`config.mk`:
```
export PLATFORM = sky130hd
export DESIGN_NAME = byte_vm_instruction_execute
export DESIGN_NICKNAME = d
export VERILOG_FILES = /design/src/hw/rtl/bvm_pkg.sv /design/src/hw/rtl/bvm_regfile.sv /design/src/hw/rtl/bvm_exec.sv /design/src/hw/rtl/byte_vm_instruction_execute.sv
export SDC_FILE = /design/constraint.sdc
export NUM_CORES = 1
export LEC_CHECK = 0
export BUFFER_PORTS_ARGS = -buffer_cell sky130_fd_sc_hd__clkbuf_2
export CAP_MARGIN = 20
export CELL_PAD_IN_SITES_DETAIL_PLACEMENT = 0
export CELL_PAD_IN_SITES_GLOBAL_PLACEMENT = 1
export CORE_ASPECT_RATIO = 1.2
export CORE_MARGIN = 3
export CORE_UTILIZATION = 55
export CTS_CLUSTER_DIAMETER = 60
export DETAILED_ROUTE_END_ITERATION = 6
export PLACE_DENSITY_LB_ADDON = 0.1
export SYNTH_ARGS = -nofsm -noshare
export SYNTH_HDL_FRONTEND = slang
export SYNTH_SLANG_ARGS = --single-unit
export TNS_END_PERCENT = 5
```
`constraint.sdc`:
```
create_clock -name clk -period 7.4 [get_ports clk]
set_clock_uncertainty 0.15 [all_clocks]
set_input_delay 1.48 -clock clk [delete_from_list [all_inputs] [get_ports clk]]
set_output_delay 1.48 -clock clk [all_outputs]
set_load 0.01 [all_outputs]
```
`src/hw/rtl/bvm_pkg.sv`:
```
package bvm_pkg;

  localparam int DataW     = 8;
  localparam int RegAddrW  = 4;
  localparam int RegCnt    = 16;
  localparam int InTdataW  = 32;
  localparam int OutTdataW = 24;

  localparam logic [7:0] OP_LDC   = 8'h04;
  localparam logic [7:0] OP_SHL   = 8'h05;
  localparam logic [7:0] OP_JMP   = 8'h07;
  localparam logic [7:0] OP_JEOF  = 8'h0A;
  localparam logic [7:0] OP_HALT  = 8'h0B;
  localparam logic [7:0] OP_SUB   = 8'h0D;
  localparam logic [7:0] OP_XOR   = 8'h0E;
  localparam logic [7:0] OP_OR    = 8'h0F;
  localparam logic [7:0] OP_READ  = 8'h10;
  localparam logic [7:0] OP_WRITE = 8'h11;

  typedef logic [DataW-1:0]    byte_t;
  typedef logic [RegAddrW-1:0] reg_idx_t;

  typedef struct packed {
    logic     en;
    reg_idx_t addr;
    byte_t    data;
  } rf_wr_t;

  typedef struct packed {
    byte_t pc;
    logic  end_flag;
    logic  stopped;
  } arch_t;

  typedef struct packed {
    byte_t next_address;
    logic  out_valid;
    byte_t out_byte;
    logic  data_taken;
    logic  halted;
  } exec_res_t;

endpackage

```
`src/hw/rtl/bvm_regfile.sv`:
```
module bvm_regfile (
  input  logic             clk,
  input  logic             rst,
  input  bvm_pkg::rf_wr_t  wr,
  input  logic             rd_en,
  input  bvm_pkg::reg_idx_t rd_addr_x,
  input  bvm_pkg::reg_idx_t rd_addr_y,
  output bvm_pkg::byte_t   rd_data_x,
  output bvm_pkg::byte_t   rd_data_y
);
  import bvm_pkg::*;

  byte_t             mem [RegCnt];
  logic [RegCnt-1:0] written;
  byte_t             raw_x;
  byte_t             raw_y;
  logic              vld_x;
  logic              vld_y;
  logic              hit_x;
  logic              hit_y;
  byte_t             byp_data;

  always_ff @(posedge clk) begin
    if (wr.en) begin
      mem[wr.addr] <= wr.data;
    end
    if (rd_en) begin
      raw_x <= mem[rd_addr_x];
      raw_y <= mem[rd_addr_y];
    end
  end

  // Entries not yet written read as zero, matching the reset contents.
  always_ff @(posedge clk) begin
    if (rst) begin
      written <= '0;
    end else if (wr.en) begin
      written[wr.addr] <= 1'b1;
    end
  end

  // A write at the same edge as a read is forwarded to the reader.
  always_ff @(posedge clk) begin
    if (rst) begin
      vld_x <= 1'b0;
      vld_y <= 1'b0;
      hit_x <= 1'b0;
      hit_y <= 1'b0;
    end else if (rd_en) begin
      vld_x <= written[rd_addr_x];
      vld_y <= written[rd_addr_y];
      hit_x <= wr.en && (wr.addr == rd_addr_x);
      hit_y <= wr.en && (wr.addr == rd_addr_y);
    end
  end

  always_ff @(posedge clk) begin
    if (rd_en) begin
      byp_data <= wr.data;
    end
  end

  assign rd_data_x = hit_x ? byp_data : (vld_x ? raw_x : '0);
  assign rd_data_y = hit_y ? byp_data : (vld_y ? raw_y : '0);

endmodule

```
`src/hw/rtl/bvm_exec.sv`:
```
module bvm_exec (
  input  bvm_pkg::byte_t    opcode,
  input  bvm_pkg::byte_t    operand,
  input  bvm_pkg::byte_t    data_byte,
  input  logic              data_at_end,
  input  bvm_pkg::byte_t    rx_val,
  input  bvm_pkg::byte_t    ry_val,
  input  bvm_pkg::arch_t    cur,
  output bvm_pkg::arch_t    nxt,
  output bvm_pkg::rf_wr_t   wr,
  output bvm_pkg::exec_res_t res
);
  import bvm_pkg::*;

  reg_idx_t rx;
  byte_t    seq_pc;
  byte_t    jmp_pc;

  assign rx     = operand[RegAddrW-1:0];
  assign seq_pc = cur.pc + byte_t'(2);
  assign jmp_pc = cur.pc + operand;

  always_comb begin
    nxt     = cur;
    nxt.pc  = seq_pc;
    wr.en   = 1'b0;
    wr.addr = rx;
    wr.data = '0;
    res     = '0;
    if (cur.stopped) begin
      nxt.pc = cur.pc;
    end else begin
      case (opcode)
        OP_LDC: begin
          wr.en   = 1'b1;
          wr.addr = '0;
          wr.data = operand;
        end
        OP_SHL: begin
          wr.en   = 1'b1;
          wr.data = {rx_val[DataW-2:0], 1'b0};
        end
        OP_JMP: begin
          nxt.pc = jmp_pc;
        end
        OP_JEOF: begin
          if (cur.end_flag) begin
            nxt.pc = jmp_pc;
          end
        end
        OP_HALT: begin
          nxt.stopped = 1'b1;
        end
        OP_SUB: begin
          wr.en   = 1'b1;
          wr.data = rx_val - ry_val;
        end
        OP_XOR: begin
          wr.en   = 1'b1;
          wr.data = rx_val ^ ry_val;
        end
        OP_OR: begin
          wr.en   = 1'b1;
          wr.data = rx_val | ry_val;
        end
        OP_READ: begin
          if (data_at_end) begin
            nxt.end_flag = 1'b1;
          end else begin
            wr.en          = 1'b1;
            wr.data        = data_byte;
            res.data_taken = 1'b1;
          end
        end
        OP_WRITE: begin
          res.out_valid = 1'b1;
          res.out_byte  = rx_val;
        end
        default: begin
        end
      endcase
    end
    res.next_address = nxt.pc;
    res.halted       = nxt.stopped;
  end

endmodule

```
`src/hw/rtl/byte_vm_instruction_execute.sv`:
```
// Executes one two-byte instruction per transaction for a small machine with
// sixteen 8-bit registers, an 8-bit program address, an end-of-data flag and
// a halt flag.
// The input channel s_* carries the fetched instruction and the data byte
// offered to a read; the output channel m_* returns one result transaction
// per input transaction: the next fetch address and the write, read and halt
// indications.
// The register file is a synchronous memory with two read ports. A transaction
// reads its registers when it is accepted, then waits in the execute stage; when
// it leaves that stage it writes back and its result is registered on m_*. A
// register written by one instruction is forwarded to the next one, so an
// instruction is accepted every cycle while the receiver does not stall.
// Reset clears the address, both flags and the output channel; the registers
// read as zero until first written, so no clearing pass is needed.
// When the receiver stalls, the result holds on m_*, one more instruction
// waits in the execute stage, and s_tready falls until m_tready returns.
module byte_vm_instruction_execute (
  input  logic                             clk,
  input  logic                             rst,
  input  logic                             s_tvalid,
  output logic                             s_tready,
  // opcode, operand, data_byte, data_at_end, zero fill
  input  logic [bvm_pkg::InTdataW-1:0]     s_tdata,
  output logic                             m_tvalid,
  input  logic                             m_tready,
  // next_address, out_valid, out_byte, data_taken, halted, zero fill
  output logic [bvm_pkg::OutTdataW-1:0]    m_tdata
);
  import bvm_pkg::*;

  logic      s1_valid;
  byte_t     s1_opcode;
  byte_t     s1_operand;
  byte_t     s1_data_byte;
  logic      s1_data_at_end;
  arch_t     arch;
  arch_t     arch_next;
  rf_wr_t    ex_wr;
  rf_wr_t    rf_wr;
  exec_res_t ex_res;
  byte_t     rx_val;
  byte_t     ry_val;
  logic      out_free;
  logic      s1_fire;
  logic      accept;

  assign out_free = !m_tvalid || m_tready;
  assign s1_fire  = s1_valid && out_free;
  assign s_tready = !s1_valid || out_free;
  assign accept   = s_tvalid && s_tready;

  assign rf_wr.en   = s1_fire && ex_wr.en;
  assign rf_wr.addr = ex_wr.addr;
  assign rf_wr.data = ex_wr.data;

  bvm_regfile u_regfile (
    .clk       (clk),
    .rst       (rst),
    .wr        (rf_wr),
    .rd_en     (accept),
    .rd_addr_x (s_tdata[11:8]),
    .rd_addr_y (s_tdata[15:12]),
    .rd_data_x (rx_val),
    .rd_data_y (ry_val)
  );

  bvm_exec u_exec (
    .opcode      (s1_opcode),
    .operand     (s1_operand),
    .data_byte   (s1_data_byte),
    .data_at_end (s1_data_at_end),
    .rx_val      (rx_val),
    .ry_val      (ry_val),
    .cur         (arch),
    .nxt         (arch_next),
    .wr          (ex_wr),
    .res         (ex_res)
  );

  always_ff @(posedge clk) begin
    if (rst) begin
      s1_valid <= 1'b0;
      m_tvalid <= 1'b0;
      arch     <= '0;
    end else begin
      if (accept) begin
        s1_valid <= 1'b1;
      end else if (s1_fire) begin
        s1_valid <= 1'b0;
      end
      if (s1_fire) begin
        m_tvalid <= 1'b1;
        arch     <= arch_next;
      end else if (m_tready) begin
        m_tvalid <= 1'b0;
      end
    end
  end

  always_ff @(posedge clk) begin
    if (accept) begin
      s1_opcode      <= s_tdata[7:0];
      s1_operand     <= s_tdata[15:8];
      s1_data_byte   <= s_tdata[23:16];
      s1_data_at_end <= s_tdata[24];
    end
    if (s1_fire) begin
      m_tdata <= {5'b0, ex_res.halted, ex_res.data_taken, ex_res.out_byte,
                  ex_res.out_valid, ex_res.next_address};
    end
  end

endmodule

```
==> run metrics <==
status=completed; Yosys warnings=0; CTS resizes=0; Worst VDD drop=0.0001717 V; Tcrit/Tclk final=0.5659; root buffer cell=clkbuf_16; 1st-pass router iterations=5; antenna violations before repair=0; EDFF count, synth=196; Slew @ Worst Pin=1029 ps; Rel. slew slack=0.3132; Core Box Area=19620 um2; Crit-path slowest cell=nor2b_1; crit end category=flop; die height=161.2 um; Max stage delay on crit path=670 ps; post-DR wirelength/cell=23.35 um; pin count of the biggest net entering global routing=52; critical path peak fanout=17; clk sinks=228; DR iter-0 viols=536; post-synthesis sequential area ratio=0.5914; first-pass GRT wire length=38.72 mm; leakage power=4.491 nW; gr ovfl total=0; CTS Hold Bufs=0; total power per unit cell area=225.5 nW/um2; fin area=12380 um2; fmax=238.8 MHz; vias per cell=6.332; Post-DRT Antenna Nets=0; Hold Vio Cnt, Final=0; synthesized cell area=11040 um2; Yosys top cell area share=0.5333; RSZ-0062 raised after global routing=no; arrival time worst endpoint=4100 ps; dpl hpwl=16.95 mm; Max Root-Sink Buffers=3; Setup Viol. Count Final=0; DRC viols=0; Synth-to-Final Area Change=12.19%; Most used DFF post-synth=edfxtp_1; total CTS buffers=24; H-tree levels=1; critical path class=reg -> reg; sequential cell area=6526 um2; Worst Path Required=7310 ps; Mapped Cells=719; fin. max-slew vios=0; Multi-input gate area=4279 um2; startpoint types=flop; Area after DPL=11490 um2; critical path, cell by cell=nor2b_1 -> a22oi_1 -> ha_1 -> a311oi_1 -> o21ba_1 -> o22ai_1 -> a2111oi_0 -> or3_1 -> nand3_1; number of global-route vias before repair=6772; TritonCTS clock tree=done; Fin Setup TNS=0 ps; filler instances=1437; largest cells by area after synthesis=edfxtp_1 (53%), mux4_2 (18%), dfxtp_1 (5.8%); Min Hold Slack=336.6 ps; layout cells sized above 1=0.2631; Final Core Density=0.6311; Max Cap Viol=0; antenna diode count=0; clock-pin transition on the worst setup and hold timing paths=60 ps; chip width=135.3 um; row cnt=56; Cell variety after synth=72; gpl congestion=0.8368; Total GRT Usage=0.2302; via count=6611; crit path time final=4188 ps; port buffer count=49; Die ar.=21810 um2; num ports=62; Worst-Skew Late Latency=510 ps; synthesized area per cell=15.35 um2; Starting Density=0.5625; Yosys top cell by area=edfxtp_1; Hold Crit Class=reg -> reg; Nets=817; share of synthesized flip-flops with an asynchronous set or reset=0; postcts setup bufs=0; Post-Route WL=24.38 mm; Seq cells post-synth=228
==> report_power, final <==
part	internal [mW]	switching [mW]
Clock	0.785	0.479
Combinational	0.0431	0.0690
Sequential	1.40	0.0164
Total	2.23	0.564
==> worst paths after layout <==
path | startpoint | endpoint | slack, ps | cells past startpoint
min reg2reg | arch[1] | arch[1] | 340 | 2
max | u_regfile.hit_x | u_regfile.mem[11][7] | 3210 | 9
max reg2reg | u_regfile.hit_x | u_regfile.mem[11][7] | 3210 | 9
min | arch[1] | arch[1] | 340 | 2
==> per-layer routing <==
layer / vias up / routed length (um) / global-route usage / part of all wire
met5: - / 0 / 0 / 0
met4: 0 / 473 / 0.05545 / 0.019
met3: 27 / 1309 / 0.03863 / 0.054
met2: 208 / 13170 / 0.4133 / 0.54
met1: 3380 / 9421 / 0.2936 / 0.39
li1: 2996 / - / - / -
==> kinds of logic after synthesis <==
kind of cell / count (synthesis) / share of synthesized area
AO/OA/AOI/OAI: 141 / 0.08844
XOR/XNOR: 18 / 0.01429
adder cells (fa/ha/maj): 16 / 0.01882
buffers and inverters: 57 / 0.02256
flip-flops: 228 / 0.5914
multiplexers: 95 / 0.1885
other: 1 / 0.0003398
AND/OR/NAND/NOR: 163 / 0.07563
==> registers in the layout (all words and copies together), names as in the netlist <==
register and count:
u_regfile.mem 128, m_tdata 19, u_regfile.written 16, arch 10, s1_data_byte 8, s1_opcode 8
s1_operand 8, u_regfile.byp_data 8, u_regfile.raw_x 8, u_regfile.raw_y 8, m_tvalid 1, s1_data_at_end 1
s1_valid 1, u_regfile.hit_x 1, u_regfile.hit_y 1, u_regfile.vld_x 1, u_regfile.vld_y 1
==> per-stage QoR <==
stage | power [mW] | worst slack (ps) | cells
6_report | 2.792 | 3212 | 1044
5_1_grt | 2.885 | 2832 | 1044
4_1_cts | 2.819 | 3160 | 1039
3_5_place_dp | 1.557 | 2759 | 995
3_3_place_gp | 1.554 | 2916 | 992
2_1_floorplan | 1.519 | 3798 | 723
==> cell usage in the layout, fill, tap and decap left out, drive strengths merged, types with 5 or more instances in the layout <==
cell type	n
a31oi	6
nand2	37
nand2b	6
xnor2	14
o21ai	11
nor3	8
mux4	90
nor4	5
o21a	20
clkinv	11
a21oi	35
nand3	8
o32ai	5
ha	15
a22oi	16
o22ai	7
inv	11
clkbuf	80
nor2	62
edfxtp	196
dfxtp	32
a21o	6
nand3b	6
buf	10
and2	6
conb	5
==> area by class of cell <==
cell class | instances | area share
Timing Repair Buffer | 60 | 0.02860
Tap cell | 261 | 0.02638
Inverter | 13 | 0.003941
Sequential cell | 228 | 0.5271
Clock buffer | 30 | 0.05457
Multi-Input combinational cell | 438 | 0.3456
Clock inverter | 14 | 0.01374
==> cells in the mapped netlist (3+ instances only) <==
cell	count
a211oi_1	3
a21o_1	6
a21oi_1	35
a22o_1	4
a22oi_1	16
a31oi_1	6
and2_1	5
buf_1	4
buf_2	13
buf_4	5
clkbuf_1	22
dfxtp_1	32
edfxtp_1	196
ha_1	15
inv_1	10
mux4_2	90
nand2_1	37
nand2b_1	6
nand3_1	8
nand3b_1	6
nor2_1	57
nor2_2	5
nor2b_1	4
nor3_1	8
nor3b_1	4
o21a_1	20
o21ai_0	10
o21bai_1	3
o22ai_1	7
o31ai_1	3
o32ai_1	5
or2_2	3
xnor2_1	14
xor2_1	4
==> worst max-delay path, delay by kind of cell, from the launching register on <==
family          cells  cell delay (ps)
flops               1              490
simple gates        3             1340
compound gates      5             1440
fa+ha+maj           1              300
(Power assumes the default switching activity.)
